[config.mk]
export PLATFORM = sky130hd
export DESIGN_NAME = tkbmh_cmp
export DESIGN_NICKNAME = d
export VERILOG_FILES = /design/src/sv/tkbmh_pkg.sv /design/src/sv/tkbmh_cmp.sv
export SDC_FILE = /design/constraint.sdc
export NUM_CORES = 1
export LEC_CHECK = 0
export ABC_AREA = 0
export BUFFER_PORTS_ARGS = -buffer_cell sky130_fd_sc_hd__buf_2
export CAP_MARGIN = 20
export CORE_MARGIN = 1.5
export CORE_UTILIZATION = 37
export DETAILED_ROUTE_END_ITERATION = 8
export PLACE_DENSITY = 0.85
export SLEW_MARGIN = 10
export SYNTH_ARGS = -nofsm -noshare
export SYNTH_HDL_FRONTEND = slang
export SYNTH_SLANG_ARGS = --single-unit
export TNS_END_PERCENT = 20
[constraint.sdc]
create_clock -name vclk -period 1.45
set_input_delay 0 -clock vclk [all_inputs]
set_output_delay 0 -clock vclk [all_outputs]
set_load 0.03 [all_outputs]
[src/sv/tkbmh_pkg.sv]
// Package for the two-key binary max-heap.
// Holds the entry, transaction and state types and the status and command codes.
// No dependencies.
package tkbmh_pkg;

  typedef struct packed {
    logic [15:0] item_id;
    logic [31:0] mod_time;
    logic [15:0] version_count;
  } entry_t;

  typedef struct packed {
    logic        command;
    logic [15:0] item_id;
    logic [31:0] mod_time;
    logic [15:0] version_count;
  } in_item_t;

  typedef struct packed {
    logic [15:0] out_item_id;
    logic [31:0] out_mod_time;
    logic [15:0] out_version_count;
    logic [1:0]  status;
    logic [6:0]  entry_count;
  } out_item_t;

  localparam logic CMD_PUSH = 1'b0;
  localparam logic CMD_POP  = 1'b1;

  localparam logic [1:0] STAT_OK    = 2'd0;
  localparam logic [1:0] STAT_EMPTY = 2'd1;
  localparam logic [1:0] STAT_FULL  = 2'd2;

  typedef enum logic [7:0] {
    ST_IDLE    = 8'b0000_0001,
    ST_UP_RD   = 8'b0000_0010,
    ST_UP_CMP  = 8'b0000_0100,
    ST_POP_LD  = 8'b0000_1000,
    ST_DN_RD   = 8'b0001_0000,
    ST_DN_CMPL = 8'b0010_0000,
    ST_DN_CMPR = 8'b0100_0000
  } state_t;

endpackage

[src/sv/tkbmh_cmp.sv]
// Shared key compare unit: selects the ordering key by mode and tests a > b.
// Depends on tkbmh_pkg.
module tkbmh_cmp
  import tkbmh_pkg::*;
(
  input  logic   recent_key,
  input  entry_t a,
  input  entry_t b,
  output logic   gt
);

  always_comb begin
    if (recent_key) begin
      gt = a.mod_time > b.mod_time;
    end else begin
      gt = a.version_count > b.version_count;
    end
  end

endmodule

==> impl_metrics.toml <==
[timing]
fmax_mhz = 672
finalCritPeriodShare_pct = 103
finalHoldViolations = 0
min_period_ns = 1.49
rsz0062_at_grt = "yes"
setup_slack_ns = -0.0379
drv_slew = 0
finalSetupViolCount = 1
whs_ns = 0.413
worstMarginPinSlew_ns = 0.308
slew_headroom_pct = 79.4

[route]
wl_per_cell_microns = 11.6
wl_mm = 3.73
drtPass1Iterations = 6
drc = 0
viasPerCell = 5.03
drtIter0Drc = 31
num_vias = 1624
ant_nets = 0

[grt]
antenna_found_initial = 0
grt_pass1_wl_mm = 4.93
grt_remaining_overflow = 0
grt_pass1_vias = 1378
grtUsageTotal_pct = 16.7
grt_start_max_net_pins = 5

[final_layout]
finish.instance_area_sq_um = 2280
fillCellCount = 236
seq_cell_count = 0
regArea_sq_um = 0
nNetsFinal = 458
clock_buffer_count = 0
area_growth_pct = 87.9
n_antenna_cell = 0
drive_gt1_share_pct = 57.3

[run_status]
violations = "setup timing"
status = "finished, violations left"

[worst_setup_path]
crit_end = "gt"
arrival_ns = 1.49
critPathMaxFanout = 3
cp-end-kind = "output port"
path_class = "input pin to output port"
start_kind = "input pin"
cp-startpoint = "b[24]"
crit_required_ns = 1.45

[floorplanning]
die_h_microns = 60.2
rows = 20
die_x_microns = 60.2
initial_core_util_pct = 39.4
core_sq_um = 3080
pin_count = 130
die_area_sq_um = 3630

[yosys]
synthTopCellsByArea = "ha_1 50%, inv_1 15%, a21oi_1 7.8%, nand4_1 6.7%, nand3_1 2.9%"
synth_top_area_share_pct = 49.5
synthCells = 169
synth_top_cell_by_area = "ha_1"
ys_seq_area_share_pct = 0
synth.distinct_cells = 21
netlist_area_sq_um = 1210
yosys_warnings = 0
syn-num-nets = 346
synth_common_cells = "48 x ha_1, 48 x inv_1, 19 x a21oi_1, 13 x nand4_1, 7 x nand3_1"
syn_area_per_cell_sq_um = 7.17

[power_and_ir_drop]
leakage_nw = 1.22
ir_drop_mv = 0.118
cellPowerDensity_nw_per_um2 = 264

[placement]
pre_cts_ws_ns = -0.0957
io_buffers = 98
dp_hpwl_mm = 2.78
dpl_cell_area_sq_um = 1830
place_congestion = 0.843

[hold_path]
hp-class = "input pin to output port"

[cts]
holdBufCountCts = 0

[flow_run]
maxCapViolCount = 0
worst min path at each step:
stage	depth (start not counted)	end	slack, ns	start
after floorplan	3	gt	0.32	recent_key
after global placement	5	gt	0.43	recent_key
after detailed placement	5	gt	0.43	recent_key
after CTS	5	gt	0.41	recent_key
after global routing	5	gt	0.46	recent_key
final	5	gt	0.41	recent_key
area by class of cell:
class                           instances  area [sq um]  area share (%)
Multi-Input combinational cell        121          1390            61.1
Tap cell                               44          55.1            2.42
Timing Repair Buffer                  110           649            28.5
Inverter                               48           183            8.02
worst max-delay path, cell delays in order:
cell	delay [ns]
buf_2	0.11
inv_2	0.06
ha_4	0.18
nand4_1	0.21
nor2_1	0.09
a221o_1	0.34
o311ai_4	0.22
nand3_1	0.12
buf_6	0.15
logic make-up after synthesis:
logic type | Yosys count | synth area share (%)
fa+ha+maj | 48 | 49.5
buf+inv | 48 | 14.9
compound gates | 37 | 19.2
simple gates | 36 | 16.4
stage by stage:
step | power [W] | instances | utilization (%) | TNS [ns]
final | 0.000601 | 323 | 74.0 | -0.0379
after global routing | 0.000685 | 323 | 74.0 | -0.153
after CTS | 0.000489 | 322 | 62.8 | 0
after detailed placement | 0.000452 | 321 | 59.6 | -0.0957
after global placement | 0.000441 | 321 | 59.6 | -0.0878
after floorplan | 0.000238 | 169 | - | 0
routing by layer:
metal | share of wire, % | GRT usage [%] | vias up
met5 | 0 | 0 | -
met4 | 3.6 | 3.49 | 0
met3 | 4.6 | 0.216 | 14
met2 | 55 | 33.7 | 61
met1 | 36 | 19.0 | 723
li1 | - | - | 826
power by group:
group          internal [W]  switching [W]
clock                     0              0
combinational      0.000330       0.000271
sequential                0              0
timing repair:
action | in CTS | in global routing
gates resized for setup | 12 | 57
endpoints found under the hold margin | 0 | 0
setup endpoints to repair | 1 | 1
pin swaps | 10 | 24
setup buffers | 1 | 1
placed cells by master, fill, tap and decap left out, types with 3 or more instances in the layout:
master	count
buf_2	87
inv_1	32
ha_1	27
ha_4	21
inv_2	15
a21oi_1	14
nand4_1	13
buf_4	12
buf_6	11
nand3_1	7
nand2_1	6
a21oi_2	4
a21o_1	4
nor2_1	3
a221o_1	3
Note: power is estimated with default switching activity, not from simulation.
